File: src/hw/rtl/line_loss_recovery_controller_unit_assert.svh
// Assertion macros for the line loss recovery controller.
// Each use expects clk and rst in scope; nothing else is required.
`ifndef LINE_LOSS_RECOVERY_CONTROLLER_UNIT_ASSERT_SVH
`define LINE_LOSS_RECOVERY_CONTROLLER_UNIT_ASSERT_SVH

// The condition must never hold outside reset.
`define LLRC_ASSERT_NEVER(lbl, expr, msg) \
  lbl: assert property (@(posedge clk) disable iff (rst) !(expr)) else $error(msg);

// The consequent must hold in the same cycle as the antecedent.
`define LLRC_ASSERT_IMP(lbl, ante, cons, msg) \
  lbl: assert property (@(posedge clk) disable iff (rst) (ante) |-> (cons)) else $error(msg);

// The consequent must hold in the cycle after the antecedent.
`define LLRC_ASSERT_NEXT(lbl, ante, cons, msg) \
  lbl: assert property (@(posedge clk) disable iff (rst) (ante) |=> (cons)) else $error(msg);

`endif

File: src/hw/rtl/llrc_pkg.sv
// Shared types and constants for the line loss recovery controller.
// No dependencies; used by line_loss_recovery_controller_unit.
`default_nettype none

package llrc_pkg;

  localparam int SAMPLE_BITS = 12;
  localparam int ADC_W       = 12;
  localparam logic [ADC_W-1:0] SAMPLE_MASK =
      (SAMPLE_BITS >= ADC_W) ? {ADC_W{1'b1}} : ADC_W'((1 << SAMPLE_BITS) - 1);

  // Result queue geometry.
  localparam int QDEPTH = 4;
  localparam int PTR_W  = 2;
  localparam int CNT_W  = 3;

  // Register map, indexed by paddr[4:2].
  localparam logic [2:0] REG_LOW_TH    = 3'd0;
  localparam logic [2:0] REG_HIGH_TH   = 3'd1;
  localparam logic [2:0] REG_BASE_STEER = 3'd2;
  localparam logic [2:0] REG_TURN_DRIVE = 3'd3;
  localparam logic [2:0] REG_REVERSE_PWM = 3'd4;
  localparam logic [2:0] REG_CRAWL_SPEED = 3'd5;

  localparam logic [11:0] LOW_TH_RST      = 12'd600;
  localparam logic [11:0] HIGH_TH_RST     = 12'd3000;
  localparam logic [8:0]  BASE_STEER_RST  = 9'd220;
  localparam logic [7:0]  TURN_DRIVE_RST  = 8'd50;
  localparam logic [7:0]  REVERSE_PWM_RST = 8'd130;
  localparam logic [7:0]  CRAWL_SPEED_RST = 8'd20;

  localparam logic [9:0] FIRST_WIN_RST  = 10'd220;
  localparam logic [9:0] SECOND_WIN_RST = 10'd280;
  localparam logic [9:0] SECOND_OFFSET  = 10'd60;
  localparam logic [10:0] ESC_STEP      = 11'd70;
  localparam logic [10:0] FIRST_WIN_MAX = 11'd500;
  localparam logic [10:0] SECOND_WIN_MAX = 11'd520;
  localparam logic [1:0] COUNT_SAT      = 2'd3;

  localparam logic REQ_TICK = 1'b0;
  localparam logic REQ_POLL = 1'b1;

  typedef enum logic [1:0] {
    CMD_CRAWL   = 2'd0,
    CMD_STOP    = 2'd1,
    CMD_REVERSE = 2'd2,
    CMD_TURN    = 2'd3
  } cmd_t;

  typedef struct packed {
    cmd_t       command;
    logic       turn_right;
    logic [7:0] drive_pwm;
    logic [7:0] speed_target;
    logic [9:0] window_ms;
    logic       line_found;
    logic       last_of_run;
  } result_t;

endpackage

`default_nettype wire

File: src/hw/rtl/line_loss_recovery_controller_unit.sv
// Line loss recovery controller: hysteresis line flag, search sequencing, result queue.
// Depends on llrc_pkg and line_loss_recovery_controller_unit_assert.svh.
// Results are registered into a 4-entry result queue and offered from its head.
// Throughput: one item per cycle while input ready is high; an item that gives a reverse
// and a turn pushes two results. Input ready holds while the queue has two free slots.
// Reset: rst (synchronous) restores register defaults and clears search and queue state.
`default_nettype none

module line_loss_recovery_controller_unit (
  input  wire logic        clk,
  input  wire logic        rst,
  // Input stream.
  input  wire logic        s_tvalid,
  output logic             s_tready,
  input  wire logic [23:0] s_tdata,   // [11:0] adc_sample, [21:12] elapsed_ms, [23:22] zero
  input  wire logic        s_tuser,   // [0] req_type
  // Result stream.
  output logic             m_tvalid,
  input  wire logic        m_tready,
  output logic [31:0]      m_tdata,   // [1:0] command, [2] turn_right, [10:3] drive_pwm,
                                      // [18:11] speed_target, [28:19] window_ms,
                                      // [29] line_found, [31:30] zero
  output logic             m_tlast,   // last_of_run
  // Configuration port.
  input  wire logic        psel,
  input  wire logic        penable,
  input  wire logic        pwrite,
  input  wire logic [4:0]  paddr,
  input  wire logic [31:0] pwdata,
  output logic [31:0]      prdata,
  output logic             pready
);

  // Configuration registers.
  logic [11:0] low_threshold;
  logic [11:0] high_threshold;
  logic [8:0]  base_steer_ms;
  logic [7:0]  turn_drive;
  logic [7:0]  reverse_pwm;
  logic [7:0]  crawl_speed_mm_s;

  // Search state.
  logic       on_line_flag, on_line_flag_next;
  logic       last_good_side, last_good_side_next;
  logic       first_side, first_side_next;
  logic       second_try_pending, second_try_pending_next;
  logic [1:0] reversal_count, reversal_count_next;
  logic [1:0] escalated_turns, escalated_turns_next;
  logic [9:0] first_window, first_window_next;
  logic [9:0] second_window, second_window_next;
  logic       searching, searching_next;
  logic       active_side, active_side_next;
  logic [9:0] active_window, active_window_next;

  // Result queue.
  llrc_pkg::result_t              queue [llrc_pkg::QDEPTH];
  logic [llrc_pkg::PTR_W-1:0]     wr_ptr, rd_ptr;
  logic [llrc_pkg::CNT_W-1:0]     count;

  logic                   in_xfer, out_xfer, cfg_wr;
  logic [2:0]             reg_idx;
  logic                   req_type;
  logic [11:0]            sample;
  logic [9:0]             elapsed_ms;
  logic                   flag_upd;
  logic [1:0]             n_push;
  llrc_pkg::result_t      res0, res1, res_head;
  logic [10:0]            fw_sum, sw_sum;
  logic [9:0]             fw_esc;
  logic                   do_reverse;

  assign pready  = 1'b1;
  assign cfg_wr  = psel & penable & pwrite & pready;
  assign reg_idx = paddr[4:2];

  assign s_tready = count <= llrc_pkg::CNT_W'(llrc_pkg::QDEPTH - 2);
  assign in_xfer  = s_tvalid & s_tready;
  assign m_tvalid = count != '0;
  assign out_xfer = m_tvalid & m_tready;

  assign req_type   = s_tuser;
  assign sample     = s_tdata[11:0] & llrc_pkg::SAMPLE_MASK;
  assign elapsed_ms = s_tdata[21:12];

  assign res_head = queue[rd_ptr];
  assign m_tdata  = {2'b00, res_head.line_found, res_head.window_ms, res_head.speed_target,
                     res_head.drive_pwm, res_head.turn_right, res_head.command};
  assign m_tlast  = res_head.last_of_run;

  // Register readback.
  always_comb begin
    unique case (reg_idx)
      llrc_pkg::REG_LOW_TH:      prdata = {20'd0, low_threshold};
      llrc_pkg::REG_HIGH_TH:     prdata = {20'd0, high_threshold};
      llrc_pkg::REG_BASE_STEER:  prdata = {23'd0, base_steer_ms};
      llrc_pkg::REG_TURN_DRIVE:  prdata = {24'd0, turn_drive};
      llrc_pkg::REG_REVERSE_PWM: prdata = {24'd0, reverse_pwm};
      llrc_pkg::REG_CRAWL_SPEED: prdata = {24'd0, crawl_speed_mm_s};
      default:                   prdata = '0;
    endcase
  end

  always_ff @(posedge clk) begin
    if (rst) begin
      low_threshold    <= llrc_pkg::LOW_TH_RST;
      high_threshold   <= llrc_pkg::HIGH_TH_RST;
      base_steer_ms    <= llrc_pkg::BASE_STEER_RST;
      turn_drive       <= llrc_pkg::TURN_DRIVE_RST;
      reverse_pwm      <= llrc_pkg::REVERSE_PWM_RST;
      crawl_speed_mm_s <= llrc_pkg::CRAWL_SPEED_RST;
    end else if (cfg_wr) begin
      unique case (reg_idx)
        llrc_pkg::REG_LOW_TH:      low_threshold    <= pwdata[11:0];
        llrc_pkg::REG_HIGH_TH:     high_threshold   <= pwdata[11:0];
        llrc_pkg::REG_BASE_STEER:  base_steer_ms    <= pwdata[8:0];
        llrc_pkg::REG_TURN_DRIVE:  turn_drive       <= pwdata[7:0];
        llrc_pkg::REG_REVERSE_PWM: reverse_pwm      <= pwdata[7:0];
        llrc_pkg::REG_CRAWL_SPEED: crawl_speed_mm_s <= pwdata[7:0];
        default: ;
      endcase
    end
  end

  // The high test wins when the thresholds overlap.
  always_comb begin
    if (sample >= high_threshold) begin
      flag_upd = 1'b1;
    end else if (sample <= low_threshold) begin
      flag_upd = 1'b0;
    end else begin
      flag_upd = on_line_flag;
    end
  end

  // Item processing: next search state and up to two results.
  always_comb begin
    on_line_flag_next       = on_line_flag;
    last_good_side_next     = last_good_side;
    first_side_next         = first_side;
    second_try_pending_next = second_try_pending;
    reversal_count_next     = reversal_count;
    escalated_turns_next    = escalated_turns;
    first_window_next       = first_window;
    second_window_next      = second_window;
    searching_next          = searching;
    active_side_next        = active_side;
    active_window_next      = active_window;
    res0                    = '0;
    res1                    = '0;
    n_push                  = 2'd0;
    do_reverse              = 1'b0;
    fw_sum                  = {1'b0, first_window} + llrc_pkg::ESC_STEP;
    fw_esc                  = (fw_sum > llrc_pkg::FIRST_WIN_MAX) ?
                              llrc_pkg::FIRST_WIN_MAX[9:0] : fw_sum[9:0];
    sw_sum                  = {1'b0, fw_esc} + {1'b0, llrc_pkg::SECOND_OFFSET};

    if (req_type == llrc_pkg::REQ_POLL) begin
      // A poll with no turn running is dropped.
      if (searching) begin
        if (elapsed_ms >= active_window) begin
          searching_next   = 1'b0;
          res0.command     = llrc_pkg::CMD_STOP;
          res0.last_of_run = 1'b1;
          n_push           = 2'd1;
        end else begin
          on_line_flag_next = flag_upd;
          if (flag_upd) begin
            searching_next          = 1'b0;
            last_good_side_next     = active_side;
            second_try_pending_next = 1'b0;
            res0.command            = llrc_pkg::CMD_STOP;
            res0.line_found         = 1'b1;
            res0.last_of_run        = 1'b1;
            n_push                  = 2'd1;
          end
        end
      end
    end else begin
      on_line_flag_next = flag_upd;
      if (flag_upd) begin
        searching_next          = 1'b0;
        res0.command            = llrc_pkg::CMD_CRAWL;
        res0.speed_target       = crawl_speed_mm_s;
        res0.last_of_run        = 1'b1;
        n_push                  = 2'd1;
        first_side_next         = last_good_side;
        first_window_next       = {1'b0, base_steer_ms};
        second_window_next      = {1'b0, base_steer_ms} + llrc_pkg::SECOND_OFFSET;
        reversal_count_next     = '0;
        escalated_turns_next    = '0;
        second_try_pending_next = 1'b0;
      end else begin
        do_reverse = (reversal_count < llrc_pkg::COUNT_SAT) ||
                     (escalated_turns >= llrc_pkg::COUNT_SAT);
        if (reversal_count < llrc_pkg::COUNT_SAT) begin
          reversal_count_next = reversal_count + 2'd1;
        end
        if (!second_try_pending) begin
          active_side_next        = first_side;
          active_window_next      = first_window;
          second_try_pending_next = 1'b1;
        end else begin
          active_side_next        = ~first_side;
          active_window_next      = second_window;
          second_try_pending_next = 1'b0;
        end
        searching_next = 1'b1;

        if (reversal_count_next >= llrc_pkg::COUNT_SAT) begin
          first_window_next  = fw_esc;
          second_window_next = (sw_sum > llrc_pkg::SECOND_WIN_MAX) ?
                               llrc_pkg::SECOND_WIN_MAX[9:0] : sw_sum[9:0];
          if (escalated_turns < llrc_pkg::COUNT_SAT) begin
            escalated_turns_next = escalated_turns + 2'd1;
          end
        end

        // The turn always comes last; a reverse, when due, goes ahead of it.
        if (do_reverse) begin
          res0.command   = llrc_pkg::CMD_REVERSE;
          res0.drive_pwm = reverse_pwm;
          res1.command     = llrc_pkg::CMD_TURN;
          res1.turn_right  = active_side_next;
          res1.drive_pwm   = turn_drive;
          res1.window_ms   = active_window_next;
          res1.last_of_run = 1'b1;
          n_push           = 2'd2;
        end else begin
          res0.command     = llrc_pkg::CMD_TURN;
          res0.turn_right  = active_side_next;
          res0.drive_pwm   = turn_drive;
          res0.window_ms   = active_window_next;
          res0.last_of_run = 1'b1;
          n_push           = 2'd1;
        end
      end
    end
  end

  always_ff @(posedge clk) begin
    if (rst) begin
      on_line_flag       <= 1'b0;
      last_good_side     <= 1'b0;
      first_side         <= 1'b0;
      second_try_pending <= 1'b0;
      reversal_count     <= '0;
      escalated_turns    <= '0;
      first_window       <= llrc_pkg::FIRST_WIN_RST;
      second_window      <= llrc_pkg::SECOND_WIN_RST;
      searching          <= 1'b0;
      active_side        <= 1'b0;
      active_window      <= '0;
    end else if (in_xfer) begin
      on_line_flag       <= on_line_flag_next;
      last_good_side     <= last_good_side_next;
      first_side         <= first_side_next;
      second_try_pending <= second_try_pending_next;
      reversal_count     <= reversal_count_next;
      escalated_turns    <= escalated_turns_next;
      first_window       <= first_window_next;
      second_window      <= second_window_next;
      searching          <= searching_next;
      active_side        <= active_side_next;
      active_window      <= active_window_next;
    end
  end

  // Queue storage needs no reset; count and pointers gate every read.
  always_ff @(posedge clk) begin
    if (in_xfer && n_push != 2'd0) begin
      queue[wr_ptr] <= res0;
    end
    if (in_xfer && n_push == 2'd2) begin
      queue[wr_ptr + llrc_pkg::PTR_W'(1)] <= res1;
    end
  end

  always_ff @(posedge clk) begin
    if (rst) begin
      wr_ptr <= '0;
      rd_ptr <= '0;
      count  <= '0;
    end else begin
      if (in_xfer) begin
        wr_ptr <= wr_ptr + llrc_pkg::PTR_W'(n_push);
      end
      if (out_xfer) begin
        rd_ptr <= rd_ptr + llrc_pkg::PTR_W'(1);
      end
      count <= count + (in_xfer ? llrc_pkg::CNT_W'(n_push) : '0)
                     - llrc_pkg::CNT_W'(out_xfer);
    end
  end

`include "line_loss_recovery_controller_unit_assert.svh"

  `LLRC_ASSERT_NEVER(a_queue_overflow, count > llrc_pkg::CNT_W'(llrc_pkg::QDEPTH),
                     "result queue overflow")
  `LLRC_ASSERT_NEXT(a_tick_gives_result, in_xfer && req_type == llrc_pkg::REQ_TICK,
                    m_tvalid, "decision tick left no result")
  `LLRC_ASSERT_IMP(a_escalation_order, escalated_turns != 2'd0,
                   reversal_count == llrc_pkg::COUNT_SAT,
                   "escalation before reversals saturated")
  `LLRC_ASSERT_NEVER(a_first_window_range, first_window > 10'd511,
                     "first window out of range")

endmodule

`default_nettype wire
File: config.mk
export PLATFORM = sky130hd
export DESIGN_NAME = line_loss_recovery_controller_unit
export DESIGN_NICKNAME = d
export VERILOG_FILES = /design/src/hw/rtl/llrc_pkg.sv /design/src/hw/rtl/line_loss_recovery_controller_unit.sv
export VERILOG_INCLUDE_DIRS = /design/src /design/src/hw/rtl
export SDC_FILE = /design/constraint.sdc
export NUM_CORES = 1
export LEC_CHECK = 0
export ABC_AREA = 1
export BUFFER_PORTS_ARGS = -buffer_cell sky130_fd_sc_hd__buf_2
export CORE_MARGIN = 2
export CORE_UTILIZATION = 40
export DETAILED_ROUTE_END_ITERATION = 10
export PLACE_DENSITY_LB_ADDON = 0.2
export SKIP_LAST_GASP = 1
export SLEW_MARGIN = 20
export SYNTH_ARGS = -nofsm -noshare
export SYNTH_HDL_FRONTEND = slang
export SYNTH_SLANG_ARGS = --single-unit
File: constraint.sdc
create_clock -name clk -period 3.01 [get_ports clk]
set_input_delay 0.1505 -clock clk [delete_from_list [all_inputs] [get_ports clk]]
set_output_delay 0.1505 -clock clk [all_outputs]
set_load 0.03 [all_outputs]
-- Word-level counts from Yosys, hierarchy flattened
Memories as Yosys holds them, arrays and structs flattened. A register that Yosys moved wholly into a read port is not among the register bits.
Cells that the tools add are included.
- input port bits: 69
- memory bits (writable): 124
- register bits after elaboration: 104
- memories kept: 1
- memory list (name ; depth ; bits a word ; rd ports ; clocked after Yosys merged registers in ; wr ports ; RTL line ; text):
    queue ; 4 ; 31 ; 1 ; 1 ; 2 ; line_loss_recovery_controller_unit.sv:56 ; llrc_pkg::result_t queue [llrc_pkg::QDEPTH];
- equality and inequality tests: 9
- add/subtract/negate cells: 10
- bitwise logic cells: 8
- magnitude comparators: 10
- reductions and logical operators: 22
- mux-type cells: 71
- operators with widths (kind ; count):
    $mux W10 ; 12
    $pmux W12 S6 ; 1
    $mux W1 ; 34
    $mux W2 ; 17
    $mux W11 ; 3
    $mux W27 ; 1
    $mux W8 ; 2
    $reduce_and A2 Y1 ; 7
    $ge A12 B12 Y1 ; 1
    $le A12 B12 Y1 ; 1
    $reduce_and A3 Y1 ; 4
    $add A10 B6 Y11 const B ; 1
    $add A10 B7 Y11 const B ; 1
    $gt A11 B10 Y1 const B ; 1
    $gt A11 B9 Y1 const B ; 1
    $add A9 B6 Y10 const B ; 1
    $ge A10 B10 Y1 ; 1
    $mux W9 ; 1
    $add A2 B1 Y2 const B ; 4
    $reduce_and A4 Y1 ; 2
    $eq A3 B2 Y1 const B ; 2
    $eq A3 B3 Y1 const B ; 2
    $reduce_bool A2 Y1 ; 3
    $reduce_and A5 Y1 ; 1
    other kinds (16) ; 26

-- Depth between registers and ports, before layout
Gate-level depths: netlist (run 1).
- depth in word-level cells: 11
- depth in mapped cells: 25

-- Worst setup path before layout (run 1)
Ideal clock, no wire load.
- path type: reg2reg
- from: register count[0] (netlist name)
- to: register count[2] (netlist name)
- buffers on the path: 2
- clock period less this slack: 3.224 ns
- arrival time: 3.097 ns
- path slack: -0.214 ns
- cell stages (with the launch flop): 15
- cell sequence: dfxtp_1 a21oi_1 nand2_1 inv_1 buf_2 buf_1 nand2_1 ha_1 inv_1 ha_1 inv_1 fa_1 xor2_1 inv_1 nor2_1
- longest elaborated chain between the ends: 5
- elaborated cells between the ends (all ways): 7
- classes of those cells: add/sub: 2; order compare: 1; mux: 1; bitwise: 2; reduce/logical: 1
- RTL lines (element ; RTL line ; text):
    from (decl) ; line_loss_recovery_controller_unit.sv:58 ; logic [llrc_pkg::CNT_W-1:0] count;
    from (signal assigned) ; line_loss_recovery_controller_unit.sv:290 ; count <= count + (in_xfer ? llrc_pkg::CNT_W'(n_push) : '0)
    $le A3 B2 Y1 ; line_loss_recovery_controller_unit.sv:76 ; assign s_tready = count <= llrc_pkg::CNT_W'(llrc_pkg::QDEPTH - 2);
    via s_tready ; line_loss_recovery_controller_unit.sv:14 ; output logic s_tready,
    $and A1 B1 Y1 ; line_loss_recovery_controller_unit.sv:77 ; assign in_xfer = s_tvalid & s_tready;
    $mux W2 ; line_loss_recovery_controller_unit.sv:290 ;
    $add A3 B2 Y3 ; line_loss_recovery_controller_unit.sv:290 ;
    $sub A3 B1 Y3 ; line_loss_recovery_controller_unit.sv:291 ; - llrc_pkg::CNT_W'(out_xfer);
The timed path passes the listed nets, and every way through them passes these cells.
A chain may end at the register's enable or synchronous reset.

-- Worst setup path in the final report (run 1)
- from: register high_threshold[1]
- to: register count[2] (netlist name)
- longest elaborated chain between the ends: 9
- elaborated cells between the ends (all ways): 10
- classes of those cells: add/sub: 2; order compare: 1; mux: 7
- RTL lines (element ; RTL line ; text):
    from (decl) ; line_loss_recovery_controller_unit.sv:36 ; logic [11:0] high_threshold;
    from (signal assigned) ; line_loss_recovery_controller_unit.sv:106 ; high_threshold <= llrc_pkg::HIGH_TH_RST;
    from (signal assigned) ; line_loss_recovery_controller_unit.sv:114 ; llrc_pkg::REG_HIGH_TH: high_threshold <= pwdata[11:0];
    $ge A12 B12 Y1 (*) ; line_loss_recovery_controller_unit.sv:126 ; if (sample >= high_threshold) begin
    $mux W1 (*) ; line_loss_recovery_controller_unit.sv:126 ;
    $mux W1 ; line_loss_recovery_controller_unit.sv:167 ; if (flag_upd) begin
    $mux W1 ; line_loss_recovery_controller_unit.sv:160 ; if (elapsed_ms >= active_window) begin
    $mux W1 ; - ;
    $mux W2 (*) ; line_loss_recovery_controller_unit.sv:157 ; if (req_type == llrc_pkg::REQ_POLL) begin
    $mux W2 (*) ; line_loss_recovery_controller_unit.sv:290 ;
    $add A3 B2 Y3 (*) ; line_loss_recovery_controller_unit.sv:290 ;
    $sub A3 B1 Y3 (*) ; line_loss_recovery_controller_unit.sv:291 ;
Every way passes the cells marked *; elsewhere a longest branch is shown, timed or not.

==> reports/results.txt, run 1 <==
status -> complete, no violations
Top FF cell, synth -> dfxtp_1
most frequent cells in the layout -> nand2_1, o21ai_0, inv_1
DR pass1 iterations -> 5
WP depth -> 21
Worst Skew -> 0.00944 ns
DRT antenna net count -> 0
Setup crit start kind -> register
GR peak layer -> met2
Mapped Cells -> 1497
Syn Std Cell Area -> 12100 um2
Initial Utilization -> 40.6%
Tmin final -> 2.96 ns
Clock Latency Late Sink -> 0.53 ns
antenna violations before repair -> 0
Die Width -> 178 um
commonest non-fill, non-tap cell in the layout -> nand2_1
detailed-route wire length -> 35700 um
Inst Count DP -> 1965
dpl ws -> -0.00876 ns
PortBufs -> 89
FF+latch count, synth -> 230
leakage dissipation -> 5.91 nW
Syn. warnings -> 0
GR Layer Usage met3 -> 2.66%
Sink Count -> 230
Unique masters post-synth -> 51
diode count -> 0
CTS clock-pin slew for the worst setup and hold paths -> 0.06 ns
Tot Pwr -> 0.00953 W
Hold Path Class -> primary input to register
# nets final -> 1733
final std cells w/o fill -> 2030
Worst EP arrival -> 3.36 ns
# DRC -> 0
Worst R2R Path Depth -> 21
Post-synth EDFFs -> 88
Buffers & Inverters on Critical Path -> 5
WP data required -> 3.41 ns
vias per cell -> 5.37
H-tree depth -> 1
Total GRT Usage -> 22.6%
placer congestion estimate -> 0.872
I/O pin count -> 137
CTS tree -> yes
CP cell instances -> inv_1, ha_1, a21oi_1, o21ai_1, nand3_2, o2111ai_2, nor2_2, nand2_4, nor2_4, nand2_4, inv_4, a21oi_4, nand2_2, ha_4, inv_2, ha_4, inv_2, fa_2, xor2_1, inv_1, nor2_1
hpwl dp -> 24700 um
critical-path cell with the highest stage delay -> dfxtp_2
via count -> 10900
drt wl/cell -> 17.6 um
largest net degree at the start of global routing -> 71
period utilization -> 98.2%
Worst-Margin Slew -> 0.764 ns
PD cells -> 664 nW/um2
Critical Path Max Stage Delay -> 0.33 ns
fmax -> 338 MHz
Final Hold Vio Count -> 0
fraction of registers with async set/reset -> 0%
Die Height -> 178 um
floorplan core area -> 29700 um2
Max-slew headroom -> 48.6%
GRT met2 Usage -> 38.0%
sequential fraction of the synthesis area -> 45.4%
worst setup slack after layout -> 0.0527 ns
first-pass GRT wire length -> 56400 um
final setup fails -> 0
Worst path top cell family by delay -> adder cells
GR Util met1 -> 31.0%
syn_area_per_cell -> 8.06 um2
clock root buffer -> clkbuf_16
clock buffer depth -> 3
Setup CP Type -> register to register
cts bufs inserted -> 26
worst hold path depth -> 2
worst hold margin -> 0.0817 ns
Crit. End Element -> register
full die area -> 31600 um2
VDD IR-drop max -> 0.402 mV
# Max-Cap Violations -> 0
Final Max Tran Viols -> 0
area grow syn2layout -> 18.9%
Final Util -> 48.3%
site row count -> 63
unrepaired setup endpoints after global routing -> yes
initial DRC count -> 879
layout cells sized above 1 -> 17.7%
critical-path maximum fanout -> 3
vias in the first global route -> 10500
total grt overflow -> 0
## cells by family (layout without fill, tap and decap cells)
logic type	after synthesis	after routing	synth area share (%)
AND/OR/NAND/NOR	495	495	18.6
AO/OA/AOI/OAI	463	463	21.7
buffers and inverters	256	378	9.14
flip-flops	230	230	45.4
adder cells (fa/ha/maj)	43	43	4.52
XOR/XNOR	8	8	0.580
other	2	23	0.0622
## power breakdown
part / internal [W] / switching (W) / leakage, nW
combinational: 0.000890 / 0.00194 / 3.52
sequential: 0.00355 / 0.000152 / 1.99
clock: 0.00174 / 0.00126 / 0.394
total: 0.00618 / 0.00335 / 5.91
## cell type report
type,count,area [um2]
clock buffer,40,768
timing repair buffer,172,1210
inverter,159,599
multi-input combinational,1032,5760
clock inverter,7,35.0
fill,2874,15400
sequential,230,5500
tap,390,488
## repair_timing
| item | in CTS | in global routing |
|---|---|---|
| hold buffers | 12 | 0 |
| buffers inserted | 2 | 4 |
| pin swaps | 5 | 15 |
| setup endpoints to repair | 1 | 50 |
| hold endpoints to repair | 37 | 0 |
| resized for setup | 8 | 41 |
## routing by layer
| metal | share of wire (%) | wire length [um] |
|---|---|---|
| met5 | 0 | 0 |
| met2 | 47 | 16700 |
| met3 | 7.0 | 2490 |
| met1 | 44 | 15900 |
| met4 | 1.9 | 688 |
## cells in the mapped netlist, types with 10 or more instances
cell	instances	area share (%)
inv_1	146	4.5
o21ai_1	10	0.41
o21ai_0	173	7.2
buf_4	27	1.7
a21oi_1	117	4.9
nand4_1	20	1.0
o22ai_1	107	5.5
clkbuf_1	39	1.2
buf_2	27	1.1
dfxtp_1	142	24
nand3_1	36	1.5
o211ai_1	26	1.6
edfxtp_1	88	22
ha_1	42	4.4
and2_1	24	1.2
nor2_1	131	4.1
nand2_1	240	7.5
## flip-flops by register name (all words and copies together) (netlist names), 3 cells and up, named ones only
| signal | cells |
|---|---|
| queue | 124 |
| second_window | 10 |
| crawl_speed_mm_s | 8 |
| active_window | 10 |
| low_threshold | 12 |
| turn_drive | 8 |
| first_window | 10 |
| base_steer_ms | 9 |
| high_threshold | 12 |
| reverse_pwm | 8 |
| count | 3 |
## worst paths after layout
path	startpoint	endpoint	slack (ns)
hold / removal	rst	count[1]	0.08
hold reg to reg	queue[1][15]	queue[1][15]	0.44
setup / recovery	high_threshold[1]	count[2]	0.05
setup reg to reg	high_threshold[1]	count[2]	0.05
## per-stage QoR
| stage | TNS, ns | area, um2 |
|---|---|---|
| floorplan | 0 | 12200 |
| global placement | -0.0104 | 13200 |
| detailed placement | -0.00876 | 13200 |
| CTS | 0 | 14200 |
| global route | -0.207 | 14400 |
| finish | 0 | 14400 |
No activity file was read; power rests on OpenSTA's default activity.
==> inputs of run 2 (changes only) <==
Settings changed: CELL_PAD_IN_SITES_DETAIL_PLACEMENT set to 1, CELL_PAD_IN_SITES_GLOBAL_PLACEMENT set to 1.
==> reports/results.txt, run 2 (synthesis gave the netlist of run 1 again) <==
status -> complete, but fails checks
failing checks -> setup timing
Tmin final -> 3.08 ns (+0.123 ns)
max reg flops -> 124 (unchanged)
vias in the first global route -> 11400 (+9.0%)
fmax -> 325 MHz (-4.0%)
Worst-Margin Slew -> 0.769 ns (+0.00572 ns)
final setup fails -> 2 (+2)
via count -> 11200 (+2.4%)
# Max-Cap Violations -> 0 (unchanged)
vias per cell -> 5.47 (+2.0%)
antenna violations before repair -> 0 (unchanged)
Setup crit start kind -> register
Clock Latency Late Sink -> 0.53 ns (about the same)
Worst Skew -> 0.0105 ns (+0.00107 ns)
Setup CP Type -> register to register
Worst R2R Path Depth -> 20 (-4.8%)
met2 wire length -> 18800 um (+13%)
largest registers -> queue (124), high_threshold (12), low_threshold (12)
I/O pin count -> 137 (unchanged)
CTS clock-pin slew for the worst setup and hold paths -> 0.06 ns (about the same)
PD cells -> 680 nW/um2 (+2.3%)
DRT antenna net count -> 0 (unchanged)
metal1 wirelength -> 17500 um (+11%)
initial DRC count -> 750 (-15%)
H-tree depth -> 1 (unchanged)
Worst EP arrival -> 3.47 ns (+0.11 ns)
worst hold margin -> 0.0198 ns (-0.0619 ns)
first-pass GRT wire length -> 61700 um (+9.3%)
hpwl dp -> 27100 um (+9.9%)
CP startpoint -> high_threshold[7]
Largest Register -> queue
Die Width -> 178 um (unchanged)
diode count -> 0 (unchanged)
detailed-route wire length -> 38800 um (+8.8%)
unrepaired setup endpoints after global routing -> yes
Final Hold Vio Count -> 0 (unchanged)
placer congestion estimate -> 0.866 (-0.71%)
Top Metal Used -> met4
leakage dissipation -> 5.96 nW (+0.78%)
drt wl/cell -> 19.1 um (+8.4%)
Max-slew headroom -> 48.7% (+0.16 points)
layout cells sized above 1 -> 17.5% (-0.15 points)
largest net degree at the start of global routing -> 71 (unchanged)
PortBufs -> 89 (unchanged)
DR WL met3 -> 1760 um (-29%)
full die area -> 31600 um2 (unchanged)
CTS tree -> yes
WP data required -> 3.40 ns (about the same)
DR pass1 iterations -> 5 (unchanged)
critical-path maximum fanout -> 4 (+1)
Hold Path Class -> primary input to register
critical path capture point -> count[2]
clock buffer depth -> 3 (unchanged)
R2R setup slack -> -0.07 ns (-0.12 ns)
most frequent cells in the layout -> nand2_1, o21ai_0, inv_1
floorplan core area -> 29700 um2 (unchanged)
# DRC -> 0 (unchanged)
Sink Count -> 230 (unchanged)
Die Height -> 178 um (unchanged)
total grt overflow -> 0 (unchanged)
VDD IR-drop max -> 0.445 mV (+11%)
worst setup slack after layout -> -0.0703 ns (-0.123 ns)
Tot Pwr -> 0.00978 W (+2.6%)
cts bufs inserted -> 26 (unchanged)
Total GRT Usage -> 24.7% (+2.1 points)
area grow syn2layout -> 19.2%
Reg-to-Reg Start -> high_threshold[7]
clock root buffer -> clkbuf_16
Final Instance Area -> 14400 um2 (+0.23%)
Crit. End Element -> register
# nets final -> 1743 (+0.58%)
period utilization -> 102% (+4.1 points)
Placement Cell Area -> 13200 um2 (+0.30%)
site row count -> 63 (unchanged)
Reg2Reg Capture Point -> count[2]
Final Max Tran Viols -> 0 (unchanged)
Initial Utilization -> 40.6% (unchanged)
commonest non-fill, non-tap cell in the layout -> nand2_1
[run 2: changes by cell type in the layout (fill, tap and decap cells not counted), moves of 3 or more]
| cell | change |
|---|---|
| dfxtp_1 | +4 |
| nand2_2 | -4 |
| ha_1 | +3 |
| clkbuf_1 | -3 |
| nand2_1 | +4 |
| bufinv_16 | +3 |
| buf_12 | -4 |
| ha_4 | -3 |
| clkinv_2 | -4 |
| inv_1 | +3 |
| inv_2 | -3 |
| buf_4 | +15 |
| dfxtp_2 | -4 |
[run 2: area by class of cell]
class                           instances  area, um2
Inverter                              159        599
Clock buffer                           36        749
Timing Repair Buffer                  182       1230
Multi-Input combinational cell       1032       5700
Clock inverter                          9        126
Fill cell                            3600      15300
Tap cell                              390        488
Sequential cell                       230       5490
[run 2: through the flow]
step	util, %	setup TNS, ns	worst slack, ns	std cells
floorplan	-	0	0.0618	1518
global placement	44.5	-0.0475	-0.0475	1977
detailed placement	44.5	-0.154	-0.136	1977
CTS	48.1	-0.0579	-0.0465	2036
global route	48.4	-0.523	-0.290	2038
finish	48.4	-0.0979	-0.0703	2038
[run 2: critical path: stages (launching register included)]
cell and delay [ns]:
dfxtp_1 0.34, inv_1 0.06, ha_1 0.30, nand2_1 0.09, nor2_1 0.18, nor4b_2 0.25
nor2_2 0.09, nand2_4 0.13, nor2_4 0.05, nand2_4 0.08, inv_4 0.04, a21oi_2 0.12
nand2_1 0.10, ha_1 0.27, inv_1 0.05, ha_1 0.13, inv_1 0.05, fa_2 0.33
xor2_1 0.16, inv_1 0.06, nor2_1 0.03
[run 2: worst min-delay path by stage]
| stage | startpoint | end | slack [ns] | cells after the start |
|---|---|---|---|---|
| final | pwdata[3] | base_steer_ms[3] | 0.02 | 3 |
| after global routing | pwdata[3] | base_steer_ms[3] | 0.01 | 3 |
| after CTS | pwdata[3] | base_steer_ms[3] | 0.0007 | 3 |
| after detailed placement | pwdata[9] | high_threshold[9] | 0.39 | 3 |
| after global placement | pwdata[11] | high_threshold[11] | 0.39 | 3 |
| after floorplan | rst | last_good_side | 0.23 | 1 |
[run 2: timing repair]
action / CTS / global route
hold endpoints to repair: 31 / 0
endpoints found under the setup margin: 2 / 94
cloned: 0 / 0
hold buffers: 11 / 0
gates resized for setup: 14 / 21
pin swaps: 5 / 6
buffers inserted: 3 / 2
[run 2: per-layer routing]
metal  vias up  global-route usage [%]
met5         -                       0
met4         0                    5.98
met3        58                    2.44
li1       5405                       -
met2       261                    43.3
met1      5431                    32.7
[run 2: report_power, final]
part	total, W	switching (W)	internal [W]
Combinational	0.00280	0.00196	0.000837
Clock	0.00329	0.00130	0.00198
Sequential	0.00369	0.000142	0.00355
Total	0.00978	0.00341	0.00637
==> inputs of run 3 (changes only) <==
Settings changed: RECOVER_POWER set to 50, REMOVE_ABC_BUFFERS set to 1.
==> reports/results.txt, run 3 (synthesis gave the netlist of run 1 again) <==
vias per cell -> 5.46 (-0.20%)
Final Hold Vio Count -> 0 (unchanged)
# DRC -> 0 (unchanged)
# fillers -> 3615 (+0.42%)
Die Width -> 178 um (unchanged)
antenna violations before repair -> 2 (+2)
PortBufs -> 89 (unchanged)
clock buffer depth -> 3 (unchanged)
Switch Pwr -> 0.00341 W (-0.13%)
H-tree depth -> 1 (unchanged)
Worst Skew -> 0.0182 ns (+0.00768 ns)
R2R setup slack -> -0.03 ns (+0.04 ns)
PD cells -> 680 nW/um2 (about the same)
Total GRT Usage -> 24.6% (-0.11 points)
Worst EP arrival -> 3.46 ns (about the same)
Die Height -> 178 um (unchanged)
initial DRC count -> 573 (-24%)
Final Instance Area -> 14400 um2 (about the same)
most frequent cells in the layout -> nand2_1, o21ai_0, inv_1
# Max-Cap Violations -> 0 (unchanged)
VDD IR-drop max -> 0.500 mV (+12%)
hpwl dp -> 26500 um (-2.4%)
failing checks -> setup timing
layout cells sized above 1 -> 16.6% (-0.97 points)
critical-path maximum fanout -> 4 (unchanged)
DRT antenna net count -> 0 (unchanged)
# nets final -> 1746 (+0.17%)
Reg2Reg Capture Point -> count[2]
Placement Cell Area -> 13100 um2 (-0.58%)
max reg flops -> 124 (unchanged)
Setup crit start kind -> register
Final Util -> 48.4% (about the same)
drt wl/cell -> 19.2 um (+0.48%)
final std cells w/o fill -> 2045 (+0.34%)
Hold EP -> reversal_count[1]
worst hold path depth -> 4 (+1)
Inst Count DP -> 1969 (-0.40%)
final setup fails -> 1 (-1)
startpoint of the worst hold path -> s_tuser
Worst-Margin Slew -> 0.899 ns (+0.130 ns)
vias in the first global route -> 11500 (+0.85%)
site row count -> 63 (unchanged)
clock root buffer -> clkbuf_16
Clock power frac -> 33.5% (about the same)
detailed-route wire length -> 39200 um (+0.83%)
Max-slew headroom -> 39.6% (-9.1 points)
cts bufs inserted -> 26 (unchanged)
Final Max Tran Viols -> 0 (unchanged)
total grt overflow -> 0 (unchanged)
fmax -> 329 MHz (+1.2%)
largest registers -> queue (124), high_threshold (12), low_threshold (12)
Largest Register -> queue
Setup CP Type -> register to register
Internal -> 0.00638 W (+0.22%)
DR pass1 iterations -> 5 (unchanged)
period utilization -> 101% (-1.3 points)
Crit. End Element -> register
status -> complete, but fails checks
unrepaired setup endpoints after global routing -> yes
placer congestion estimate -> 0.853 (-1.4%)
Initial Utilization -> 40.6% (unchanged)
Hold Path Class -> primary input to register
I/O pin count -> 137 (unchanged)
largest net degree at the start of global routing -> 71 (unchanged)
leakage dissipation -> 5.91 nW (-0.84%)
CP startpoint -> low_threshold[11]
Reg-to-Reg Start -> low_threshold[11]
worst setup slack after layout -> -0.0325 ns (+0.0378 ns)
first-pass GRT wire length -> 61300 um (-0.55%)
CTS tree -> yes
commonest non-fill, non-tap cell in the layout -> nand2_1
full die area -> 31600 um2 (unchanged)
WP data required -> 3.42 ns (+0.02 ns)
CTS clock-pin slew for the worst setup and hold paths -> 0.06 ns (about the same)
Tmin final -> 3.04 ns (-0.0378 ns)
Sink Count -> 230 (unchanged)
area grow syn2layout -> 19.2% (about the same)
Worst R2R Path Depth -> 21 (+5.0%)
floorplan core area -> 29700 um2 (unchanged)
Combinational Power Share -> 28.8% (about the same)
share of power burned in registers -> 37.7% (about the same)
via count -> 11200 (+0.14%)
Clock Latency Late Sink -> 0.53 ns (about the same)
Sw Ratio -> 34.8% (-0.081 points)
==> run 3: cell types whose count changed in the layout (fill, tap and decap cells not counted), sizes merged <==
cell / before / now
bufinv: 3 / 2
buf: 171 / 153
inv: 153 / 154
dlygate4sd3: 11 / 12
diode: 0 / 1
clkinv: 9 / 10
clkbuf: 36 / 61
clkinvlp: 3 / 0
==> run 3: power groups by stage <==
| stage | clock, W | sequential, W | combinational, W |
|---|---|---|---|
| 6_report | 0.00328 | 0.00369 | 0.00282 |
| 5_1_grt | 0.00345 | 0.00372 | 0.00311 |
| 4_1_cts | 0.00335 | 0.00368 | 0.00279 |
| 3_5_place_dp | 0 | 0.00375 | 0.00273 |
| 3_3_place_gp | 0 | 0.00374 | 0.00267 |
| 2_1_floorplan | 0 | 0.00375 | 0.00176 |
==> run 3: final cells by class <==
class	instances	area [um2]	area share, %
Timing Repair Buffer	185	1210	8.44
Inverter	159	597	4.15
Antenna cell	1	2.50	0.0174
Clock inverter	7	86.3	0.600
Sequential cell	230	5490	38.2
Clock buffer	41	798	5.55
Tap cell	390	488	3.39
Multi-Input combinational cell	1032	5710	39.7
==> run 3: how the worst max path moves through the flow <==
stage	to	slack (ns)
2_1_floorplan	m_tdata[11]	-0.46
3_3_place_gp	count[2]	-0.01
6_report	count[2]	-0.03
4_1_cts	count[2]	-0.05
5_1_grt	count[2]	-0.22
3_5_place_dp	count[2]	-0.08
==> run 3: routing by layer <==
metal,part of all wire (%),GRT usage [%],vias to the layer above
met3,4.8,2.55,56
met2,49,43.5,284
li1,-,-,5407
met5,0,0,-
met4,2.0,6.52,0
met1,44,31.9,5424
==> run 3: worst max-delay path, stage by stage (launching register included) <==
cell and delay [ns]:
dfxtp_2 0.33, inv_2 0.05, ha_4 0.28, nand4_1 0.14, nor3_2 0.18, nand2_1 0.09
o211ai_1 0.12, nand3_1 0.14, nand2_4 0.15, nor2_4 0.05, nand2_4 0.07, inv_2 0.05
a21oi_2 0.15, nand2_2 0.10, ha_4 0.22, inv_2 0.06, ha_4 0.12, inv_2 0.03
fa_2 0.32, xor2_1 0.16, inv_1 0.06, nor2_1 0.04
==> run 3: per-stage QoR <==
stage                     total power, W  setup TNS [ns]  hold WS (ns)  worst slack, ns
after floorplan                  0.00552          -37.10         0.217           -0.458
after global placement           0.00640         -0.0125         0.380          -0.0125
after detailed placement         0.00648         -0.0754         0.394          -0.0754
after CTS                        0.00982         -0.0622        0.0225          -0.0454
after global routing              0.0103          -0.418         0.130           -0.215
final                            0.00979         -0.0325         0.102          -0.0325
==> run 3: what timing repair did <==
action	4_1_cts	5_1_grt
resized for setup	18	19
setup endpoints to repair	2	88
hold buffers	12	0
hold endpoints to repair	33	0
pin swaps	8	11
buffers inserted	5	10
